## src/rtl/asma_pkg.sv

```systemverilog
// Shared widths and constants for the smoothed moving average core.
package asma_pkg;

  localparam int unsigned SampleW    = 12;
  localparam int unsigned RefW       = 16;
  localparam int unsigned MvW        = 16;
  // Window length is a power of two: the mean is a plain shift of the sum.
  localparam int unsigned WinLenLog2 = 4;
  localparam int unsigned WindowLen  = 1 << WinLenLog2;
  localparam int unsigned SumW       = SampleW + WinLenLog2;
  localparam int unsigned ProdW      = SampleW + RefW;
  localparam int unsigned RemW       = SampleW + 1;

  localparam logic [SampleW-1:0] FullScale = {SampleW{1'b1}};
  localparam logic [RefW-1:0]    RefReset  = RefW'(3300);

  typedef logic [SampleW-1:0]    sample_t;
  typedef logic [SumW-1:0]       sum_t;
  typedef logic [ProdW-1:0]      prod_t;
  typedef logic [MvW-1:0]        mv_t;
  typedef logic [WinLenLog2-1:0] win_idx_t;

endpackage

```

## src/rtl/adc_smoothed_moving_average_core.sv

```systemverilog
// Smoothed moving average of converter samples with millivolt scaling.
// A result is valid on out_valid_o once its sample has passed the registered stages a, b, c and d.
// Throughput: one sample per cycle while in_ready_o is high; the smoothing, window and running sum update together.
// Scaling runs in three further stages: multiply, reciprocal estimate, one-step correction.
// Reset: window, sum, smoothed value and index clear to zero; reference returns to 3300 mV.
// Pipeline stages advance independently, so bubbles are squeezed out during output stalls.
module adc_smoothed_moving_average_core (
  input  logic                  clk_i,
  input  logic                  rst_ni,
  input  logic                  ref_millivolts_we_i,
  input  logic [asma_pkg::RefW-1:0]    ref_millivolts_i,
  input  logic                  in_valid_i,
  output logic                  in_ready_o,
  input  logic [asma_pkg::SampleW-1:0] sample_i,
  output logic                  out_valid_o,
  input  logic                  out_ready_i,
  output logic [asma_pkg::SampleW-1:0] average_code_o,
  output logic [asma_pkg::MvW-1:0]     millivolts_o
);
  import asma_pkg::*;

  // Configuration register
  logic [RefW-1:0] ref_q;

  // Filter state
  sample_t  smooth_q, smooth_d;
  sample_t  win_q [WindowLen];
  win_idx_t wr_idx_q;
  sum_t     sum_q, sum_d;

  // Pipeline stages
  logic    a_v_q, b_v_q, c_v_q, d_v_q;
  sample_t a_mean_q, b_mean_q, c_mean_q, d_mean_q;
  prod_t   b_prod_q, c_prod_q;
  mv_t     c_qest_q, d_mv_q;

  logic adv_a, adv_b, adv_c, adv_d;
  logic accept;

  // Reciprocal estimate and correction signals
  logic [ProdW:0] recip_sum;
  logic [ProdW:0] rem_full;
  logic [RemW-1:0] rem;
  mv_t mv_d;

  // Each stage moves when its successor has room.
  assign adv_d      = !d_v_q || out_ready_i;
  assign adv_c      = !c_v_q || adv_d;
  assign adv_b      = !b_v_q || adv_c;
  assign adv_a      = !a_v_q || adv_b;
  assign in_ready_o = adv_a;
  assign accept     = in_valid_i && in_ready_o;

  // Smooth against the previous value, then swap the oldest window entry in the sum.
  always_comb begin
    smooth_d = SampleW'(({1'b0, sample_i} + {1'b0, smooth_q}) >> 1);
    sum_d    = sum_q + SumW'(smooth_d) - SumW'(win_q[wr_idx_q]);
  end

  always_ff @(posedge clk_i or negedge rst_ni) begin
    if (!rst_ni) begin
      ref_q <= RefReset;
    end else if (ref_millivolts_we_i) begin
      ref_q <= ref_millivolts_i;
    end
  end

  // Update the window on every taken item; the index wraps at the window length.
  always_ff @(posedge clk_i or negedge rst_ni) begin
    if (!rst_ni) begin
      smooth_q <= '0;
      sum_q    <= '0;
      wr_idx_q <= '0;
      for (int i = 0; i < WindowLen; i++) begin
        win_q[i] <= '0;
      end
    end else if (accept) begin
      smooth_q        <= smooth_d;
      sum_q           <= sum_d;
      win_q[wr_idx_q] <= smooth_d;
      wr_idx_q        <= wr_idx_q + 1'b1;
    end
  end

  // Stage valids
  always_ff @(posedge clk_i or negedge rst_ni) begin
    if (!rst_ni) begin
      a_v_q <= 1'b0;
      b_v_q <= 1'b0;
      c_v_q <= 1'b0;
      d_v_q <= 1'b0;
    end else begin
      if (adv_a) a_v_q <= accept;
      if (adv_b) b_v_q <= a_v_q;
      if (adv_c) c_v_q <= b_v_q;
      if (adv_d) d_v_q <= c_v_q;
    end
  end

  // x / 4095 for x below 2^28: x * (1 + 2^-12 + 2^-24) / 4096 never overshoots
  // and falls short by at most one.
  always_comb begin
    recip_sum = {1'b0, b_prod_q} + (ProdW+1)'(b_prod_q >> SampleW)
              + (ProdW+1)'(b_prod_q >> (2 * SampleW));
    rem_full  = {1'b0, c_prod_q} - ((ProdW+1)'(c_qest_q) << SampleW)
              + (ProdW+1)'(c_qest_q);
    rem       = rem_full[RemW-1:0];
    mv_d      = (rem >= RemW'(FullScale)) ? c_qest_q + 1'b1 : c_qest_q;
  end

  // Stage payloads hold while stalled.
  always_ff @(posedge clk_i) begin
    if (adv_a && accept) begin
      a_mean_q <= sum_d[SumW-1:WinLenLog2];
    end
    if (adv_b) begin
      b_mean_q <= a_mean_q;
      b_prod_q <= ProdW'(a_mean_q) * ProdW'(ref_q);
    end
    if (adv_c) begin
      c_mean_q <= b_mean_q;
      c_prod_q <= b_prod_q;
      c_qest_q <= recip_sum[SampleW +: MvW];
    end
    if (adv_d) begin
      d_mean_q <= c_mean_q;
      d_mv_q   <= mv_d;
    end
  end

  assign out_valid_o    = d_v_q;
  assign average_code_o = d_mean_q;
  assign millivolts_o   = d_mv_q;

  // The index steps by one on each taken item and holds otherwise.
  a_idx_step: assert property (@(posedge clk_i) disable iff (!rst_ni)
    accept |=> wr_idx_q == win_idx_t'($past(wr_idx_q) + 1'b1))
    else $error("write index did not advance on a taken item");

  a_idx_hold: assert property (@(posedge clk_i) disable iff (!rst_ni)
    !accept |=> $stable(wr_idx_q))
    else $error("write index moved without a taken item");

  // Input backpressure only when every stage is full.
  a_full_stall: assert property (@(posedge clk_i) disable iff (!rst_ni)
    !in_ready_o |-> (a_v_q && b_v_q && c_v_q && d_v_q))
    else $error("input stalled with room in the pipeline");

  // The reciprocal estimate is off by at most one.
  a_rem_range: assert property (@(posedge clk_i) disable iff (!rst_ni)
    c_v_q |-> rem_full < (ProdW+1)'(2 * FullScale))
    else $error("division remainder out of range");

  // Scaled output never exceeds the reference.
  a_mv_bound: assert property (@(posedge clk_i) disable iff (!rst_ni)
    out_valid_o |-> millivolts_o <= ref_q)
    else $error("millivolts above reference");

endmodule

```

## config.mk

```make
export PLATFORM = sky130hd
export DESIGN_NAME = adc_smoothed_moving_average_core
export DESIGN_NICKNAME = d
export VERILOG_FILES = /design/src/rtl/asma_pkg.sv /design/src/rtl/adc_smoothed_moving_average_core.sv
export SDC_FILE = /design/constraint.sdc
export NUM_CORES = 1
export LEC_CHECK = 0
export BUFFER_PORTS_ARGS = -buffer_cell sky130_fd_sc_hd__buf_4
export CAP_MARGIN = 20
export CORE_MARGIN = 3
export CORE_UTILIZATION = 40
export CTS_BUF_LIST = sky130_fd_sc_hd__clkbuf_4 sky130_fd_sc_hd__clkbuf_8
export CTS_CLUSTER_SIZE = 24
export DETAILED_ROUTE_END_ITERATION = 16
export GPL_TIMING_DRIVEN = 0
export SYNTH_ARGS = -nofsm -noshare
export SYNTH_HDL_FRONTEND = slang
export SYNTH_SLANG_ARGS = --single-unit
```

## constraint.sdc

```tcl
create_clock -name clk_i -period 12.5 [get_ports clk_i]
set_clock_uncertainty 0.15 [all_clocks]
set_input_delay 1.25 -clock clk_i [delete_from_list [all_inputs] [get_ports clk_i]]
set_output_delay 1.25 -clock clk_i [all_outputs]
set_load 0.05 [all_outputs]
```

After elaboration in Yosys (flattened, before gate mapping). Index checks and enable logic that the tools add are counted.

$add $sub $neg: 9. Multiply operators: 1. Div/mod/pow operators: 0. $lt $le $gt $ge: 3. Equal/unequal tests: 0. Shift-type cells: 0. Multiplexer cells: 7. Bitwise operators: 1. Reduce and logical (&&, ||, !) cells: 11.

Operators by type and width (number): $bwmux W192 (1); $bmux W12 S4 (1); $demux W12 S4 (1); $mux W12 (3); $add A28 B16 Y28 (1); $add A28 B4 Y28 (1); $mul A12 B16 Y28 (1); $add A16 B1 Y16 const B (1); $add A16 B12 Y16 (1); $mux W16 (1); $sub A16 B12 Y16 (1); $add A12 B12 Y13 (1); $add A13 B13 Y13 (1); $ge A13 B12 Y1 const B (1); $sub A13 B13 Y13 (1); $ge A5 B5 Y1 const B (1); $lt A5 B1 Y1 const B (1); $not A4 Y5 (1); $add A4 B1 Y4 const B (1); $logic_not A1 Y1 (4); $logic_or A1 B1 Y1 (4); $logic_and A1 B1 Y1 (3).

Bits in registers: 365. Bits in latches: 0. RAM bits: 0. Memory bits (read-only): 0. Input bits: 33. Output and inout port bits: 30. Word-level logic and storage cells: 64. Memories kept: 0.

Longest topological paths before layout. Gate-level depths: netlist of the first run.

Word-level depth: 7. Mapped depth: 21. Mapped depth without buffers: 20.

Worst setup path before layout of the first run. OpenSTA, ideal clock, no wires.

Path kind: register to register. From: register ref_q[11]. To: register b_prod_q[27] (data pin). Library setup time: 0.136 ns. Arrival time: 5.530 ns. Required time: 12.214 ns. Path slack: 6.684 ns. Stages on the path, launching flop included: 21. Path buffers: 2. Clock period less this slack: 5.816 ns. Cells stage by stage: dfstp_2 clkbuf_1 nand2_1 fa_1 fa_1 inv_1 fa_1 fa_1 inv_1 fa_1 inv_1 ha_1 buf_6 a2111oi_4 o211ai_2 a2111oi_0 a21bo_2 nand3_2 a41oi_2 or4_1 nand3b_1.

Word-level cells in the longest chain between the ends: 1.

Ends and longest elaborated chain: start, declared (line adc_smoothed_moving_average_core.sv:23) `logic [RefW-1:0] ref_q;`; start signal, assigned (line adc_smoothed_moving_average_core.sv:62) `ref_q <= RefReset;`; start signal, assigned (line adc_smoothed_moving_average_core.sv:64) `ref_q <= ref_millivolts_i;`; $mul A12 B16 Y28 (line adc_smoothed_moving_average_core.sv:118) `b_prod_q <= ProdW'(a_mean_q) * ProdW'(ref_q);`; end signal, assigned (line adc_smoothed_moving_average_core.sv:118); end, declared (line adc_smoothed_moving_average_core.sv:34) `prod_t b_prod_q, c_prod_q;`.

Every way passes these cells. A chain may end at the register's enable or synchronous reset.

Worst setup path after layout of the first run.
From: register a_mean_q[6]. To: register b_prod_q[27] (data pin).

Word-level cells in the longest chain between the ends: 1.

Ends and longest elaborated chain: start, declared (line adc_smoothed_moving_average_core.sv:33) `sample_t a_mean_q, b_mean_q, c_mean_q, d_mean_q;`; start signal, assigned (line adc_smoothed_moving_average_core.sv:114) `a_mean_q <= sum_d[SumW-1:WinLenLog2];`; $mul A12 B16 Y28 (line adc_smoothed_moving_average_core.sv:118).

Every way passes these cells.

==> flow_summary.ini, run 1 <==
[hold_path]
min_path_cells = 0
hold_start = c_mean_q[0]
holdPathEnd = average_code_o[0]
hp-class = reg2reg

[die]
dieWidth_microns = 248
pin_count = 63
dieArea_sq_mm = 0.0614
rows = 87
start_util_pct = 40.9
chipHeight_microns = 248
core_area_sq_mm = 0.0571

[drt]
drt.antenna.violating_nets = 0
avgRoutedWirePerCell_microns = 18.7
vias = 16300
drc = 0
drt_iter0_drc = 1042
viasPerCell = 5.25
wirelength_microns = 58000
first_pass_iters = 5

[global_route]
grt_max_degree = 116
grt-ovfl-total = 0
grt_use_total_pct = 19.7
grt_pass1_wl_microns = 93300
antenna_found_initial = 1
grt_pass1_vias = 17100

[sta]
slew_headroom_pct = 32.4
setup-tns-final_ns = 0
rsz0062_at_grt = false
finalHoldViolCount = 0
report.final.slew_viol_count = 0
max_freq_mhz = 149
setup_violations = 0
period_needed_ns = 6.72
timing.final.crit_share_pct = 53.7
timing.hold.ws_ns = 0.251
worst_pin_slew_ns = 1.01

[yosys]
synth-simple-area-share_pct = 11.5
synthFlopType = dfrtp_1
synth_mux_area_share_pct = 7.61
synth-adder-area-share_pct = 21.3
synth_compound_area_share_pct = 8.62
synth_enable_flop_cells = 121
yosysWarnings = 0
syn_inst = 2162
synth_nets = 2500
synth_xor_area_share_pct = 3.21
synth_top_family_by_area = adder cells
synth.distinct_cells = 67
synth-async-reset-ratio_pct = 66.8
ys_seq_elements = 365
synth_seq_area_share_pct = 41.7
synth.cell_area_sq_mm = 0.0234
synth.avg_cell_area_sq_um = 10.8

[placed_design]
dp_hpwl_microns = 43700
io_buffers = 61
routabilityCongestion = 0.878

[clocking]
post_cts_resized = 0
clockRootBuffer = clkbuf_8
clock_path_buffers = 3
postCtsSetupRepairBufs = 0
path_clk_slew_ns = 0.06
cts_tree = built
cts_sinks = 365
htreeDepth = 3
numCtsBuffers = 68
hold_buffers = 0
clk_latency_ns = 0.65

[setup_path]
reg2reg_from = a_mean_q[6]
rrSetupSlack_ns = 5.78
cp.arrival_ns = 7.06
rr_endpoint = b_prod_q[27]
startpoint = a_mean_q[6]
required_ns = 12.84
end_kind = register
crit_path_start_kind = register
crit_path_max_fanout = 10
path_class = reg2reg
reg2reg_depth = 20

[finish]
drive_above_1_share_pct = 12.9
most-common-layout-cells = nand2_1 (367), inv_1 (266), dfrtp_1 (238)
final_common_cell = nand2_1
fill_cells = 5341
finalNetCount = 2636
fin_util_pct = 46.0
syn_to_final_growth_pct = 12.5

[flow_run]
maxCapViolCount = 0

[run_status]
status = finished, final reports clean
==> layer usage <==
layer  vias to the layer above  part of all wire [%]  GRT usage, %
met2                       470                    47          31.6
met1                      8174                    43          26.1
met3                       111                   6.3          4.46
met4                         0                   3.6          7.79
met5                         -                     0             0
li1                       7544                     -             -
==> logic make-up (layout without fill, tap and decap cells) <==
group | Yosys count | after routing
xor gates and xnor gates | 84 | 84
AOI/OAI and AO/OA | 342 | 342
buffers and inverters | 369 | 555
muxes | 98 | 98
adders and majority gates | 305 | 305
and+or+nand+nor | 599 | 599
other | 0 | 2
DFF | 365 | 365
==> how the worst max path moves through the flow <==
| stage | endpoint | cells past startpoint |
|---|---|---|
| after floorplan | b_prod_q[27] | 20 |
| after global placement | a_mean_q[11] | 18 |
| after detailed placement | a_mean_q[11] | 18 |
| after CTS | b_prod_q[27] | 20 |
| after global routing | b_prod_q[27] | 20 |
| final | b_prod_q[27] | 20 |
==> synthesized netlist by cell type, types with 10 or more instances <==
master | instances | area [sq um]
nand2_1 | 368 | 1380
inv_1 | 266 | 998
dfrtp_1 | 238 | 5960
o21ai_0 | 216 | 1080
fa_1 | 156 | 3120
ha_1 | 149 | 1860
edfxtp_1 | 121 | 3630
clkbuf_1 | 92 | 345
and2_1 | 75 | 469
xnor2_1 | 65 | 569
mux4_2 | 60 | 1350
nor2_1 | 39 | 146
mux2_2 | 38 | 428
a21oi_1 | 36 | 180
nand3_1 | 34 | 170
xor2_1 | 18 | 158
nor3_1 | 15 | 75.1
nor2b_1 | 12 | 75.1
and3_1 | 11 | 68.8
o2111ai_1 | 11 | 96.3
nand4_1 | 10 | 62.6
o21a_1 | 10 | 75.1
==> worst max-delay path, stage by stage (launching register included) <==
cell	delay [ns]
edfxtp_1	0.72
clkbuf_1	0.52
nand2_1	0.17
fa_1	0.57
inv_1	0.05
fa_1	0.55
fa_1	0.42
fa_1	0.49
inv_1	0.05
fa_1	0.49
inv_1	0.05
ha_1	0.27
buf_6	0.14
a2111oi_4	0.36
o211ai_2	0.14
a2111oi_0	0.38
a21bo_2	0.28
nand3_2	0.08
a41oi_2	0.13
or4_1	0.42
nand3b_1	0.12
==> final cells by class <==
type                       count  area [sq um]  share of cell area [%]
tap                          756           946                    3.60
multi-input combinational   1428         12200                    46.6
buffer                       102           397                    1.51
timing repair buffer          66           567                    2.16
sequential                   365          9750                    37.1
clock buffer                 100          1240                    4.71
clock inverter                20           146                   0.557
inverter                     267          1000                    3.81
antenna                        2          5.00                  0.0190
==> stage by stage <==
step	cell area, sq um	std cells	setup WS [ns]
after floorplan	23400	2162	6.68
after global placement	24800	2979	5.69
after detailed placement	24900	2983	5.60
after CTS	26300	3103	5.79
after global routing	26300	3105	5.37
final	26300	3106	5.78
==> sequential cells by signal, summed over array words and instances (netlist names) <==
| register | count |
|---|---|
| a_mean_q | 12 |
| a_v_q | 1 |
| average_code_o | 12 |
| b_mean_q | 12 |
| b_prod_q | 28 |
| b_v_q | 1 |
| c_mean_q | 12 |
| c_prod_q | 13 |
| c_qest_q | 16 |
| c_v_q | 1 |
| millivolts_o | 16 |
| out_valid_o | 1 |
| ref_q | 16 |
| smooth_q | 12 |
| sum_q | 16 |
| win_q | 192 |
| wr_idx_q | 4 |
Power of run 1 is not shown: default switching activity piles up to over one toggle a cycle in this logic, so the estimate is an artifact.
==> inputs of run 2 (changes only) <==
clock period = 6.4 ns   (was 12.5 ns; I/O delays follow)
==> run 2 against run 1 <==
Against the previous run:
- final cell count is 0.35% higher
- fmax is 9.5% higher
- first-iteration DRC count is 3.2% higher
- critical path depth is 1 lower
- worst setup slack worse by 5.5 ns
- wire length is 1.0% higher
- critical endpoint is now b_prod_q[26]
- highest routed layer is now met5
==> flow_summary.ini, run 2 (synthesis gave the netlist of run 1 again) <==
[global_route]
grt_pass1_wl_microns = 93800
grt_util_met2_pct = 31.9
grt-ovfl-total = 0
grt_max_degree = 116
use_met1_pct = 26.1
met3_usage_pct = 4.36
grt.busiest_layer = met2
grt_use_total_pct = 19.9
grt_pass1_vias = 17100
antenna_found_initial = 2

[hold_path]
holdPathEnd = ref_q[15]
min_path_cells = 2
hp-class = in2reg
hold_start = ref_millivolts_i[15]

[drt]
avgRoutedWirePerCell_microns = 18.8
drt_iter0_drc = 1075
vias = 16400
viasPerCell = 5.25
wirelength_microns = 58600
drt.antenna.violating_nets = 0
drc = 0
first_pass_iters = 8

[die]
rows = 87
pin_count = 63
dieArea_sq_mm = 0.0614
core_area_sq_mm = 0.0571
start_util_pct = 40.9
dieWidth_microns = 248
chipHeight_microns = 248

[clocking]
cts_tree = built
clk_latency_ns = 0.66
path_clk_slew_ns = 0.06
clock_path_buffers = 3
htreeDepth = 3
cts_sinks = 365
clockRootBuffer = clkbuf_8
numCtsBuffers = 68

[sta]
period_needed_ns = 6.13
slew_headroom_pct = 33.4
report.final.slew_viol_count = 0
worst_pin_slew_ns = 0.991
max_freq_mhz = 163
rsz0062_at_grt = false
finalHoldViolCount = 0
timing.final.crit_share_pct = 95.8
setup_violations = 0

[setup_path]
path_class = reg2reg
cpMostUsedCell = fa_1
reg2reg_depth = 19
reg2reg_from = a_mean_q[9]
rr_endpoint = b_prod_q[26]
critPathSlowestCell = edfxtp_1
crit_path_start_kind = register
rrSetupSlack_ns = 0.27
crit_path_max_fanout = 10
end_kind = register
crit_path_cell_trace = clkbuf_2, nand2_1, fa_1, fa_1, inv_1, fa_1, fa_1, inv_1, fa_1, inv_1, ha_1, o211ai_1, nand3b_1, o211a_1, a2bb2oi_1, o221ai_1, a31oi_1, or4_1, nand3_1
slowest_delay_ns = 0.62
worst-path-buf-inv = 4
required_ns = 6.63
cp.arrival_ns = 6.36
cpLargestDelayFamily = adder cells

[finish]
layout.cells.non_filler = 3117
finalNetCount = 2648
most-common-layout-cells = nand2_1 (367), inv_1 (266), dfrtp_1 (238)
top_register = win_q
fill_cells = 5322
largest_register_ffs = 192
syn_to_final_growth_pct = 13.2
reg_top3 = win_q x192, b_prod_q x28
final_common_cell = nand2_1
drive_above_1_share_pct = 14.3

[flow_run]
maxCapViolCount = 0

[placed_design]
routabilityCongestion = 0.878
io_buffers = 61
dp_hpwl_microns = 43700
place_inst = 2983

[run_status]
status = finished, final reports clean
## run 2: cell count changes in the layout (fill, tap and decap cells not counted)
cell           change
dlygate4sd3_1      +1
dfstp_4            +2
buf_6              +2
clkbuf_4           +4
clkbuf_2          +12
clkbuf_1          -23
diode_2            -1
buf_2              +1
a2111oi_2          +1
a2111oi_0          -1
dfstp_2            -2
buf_4             +15
## run 2: timing repair
action                                  in CTS  in global routing
endpoints found under the setup margin       5                  7
setup buffers                                7                  8
gates resized for setup                      8                 43
hold endpoints to repair                    16                  0
hold buffers                                 1                  0
## run 2: worst max path at each step
stage	startpoint	endpoint	slack [ns]	depth (start not counted)
after global routing	a_mean_q[3]	b_prod_q[27]	0.004	20
after detailed placement	a_mean_q[6]	b_prod_q[27]	-0.29	20
after floorplan	ref_q[11]	b_prod_q[27]	0.58	20
after CTS	a_mean_q[10]	b_prod_q[27]	0.006	18
after global placement	a_mean_q[6]	b_prod_q[27]	-0.29	20
final	a_mean_q[9]	b_prod_q[26]	0.27	19
## run 2: final cells by class
type / count / area [sq um] / share of cell area, %
inverters: 267 / 1000 / 3.79
clock inverters: 20 / 146 / 0.553
repair buffers: 82 / 693 / 2.62
diodes: 1 / 2.50 / 0.00946
flip-flops and latches: 365 / 9750 / 36.9
plain buffers: 98 / 424 / 1.60
well taps: 756 / 946 / 3.58
clock buffers: 100 / 1240 / 4.68
multi-input cells: 1428 / 12200 / 46.3
## run 2: worst register-to-register path: cells and delay by family (launching register included)
family | cells | cell delay (ns)
adders and majority gates | 6 | 2.79
AOI/OAI and AO/OA | 5 | 1.27
and+or+nand+nor | 4 | 0.53
DFF | 1 | 0.62
buffers and inverters | 4 | 0.52
## run 2: stage by stage
stage	TNS, ns	area [sq um]	utilization (%)	worst slack, ns	hold WS, ns
after detailed placement	-0.665	24900	43.5	-0.293	0.255
after floorplan	0	23400	-	0.584	0.194
after CTS	0	26300	46.1	0.00647	0.0131
after global placement	-0.470	24800	43.4	-0.289	0.253
final	0	26400	46.3	0.266	0.0680
after global routing	0	26400	46.3	0.00373	0.0364
## run 2: routing by layer
metal | up-vias | wire length, microns
met2 | 469 | 27600
met3 | 129 | 3500
met4 | 2 | 2380
li1 | 7569 | -
met5 | - | 13
met1 | 8207 | 25000
Power of run 2 is left out for the same reason.
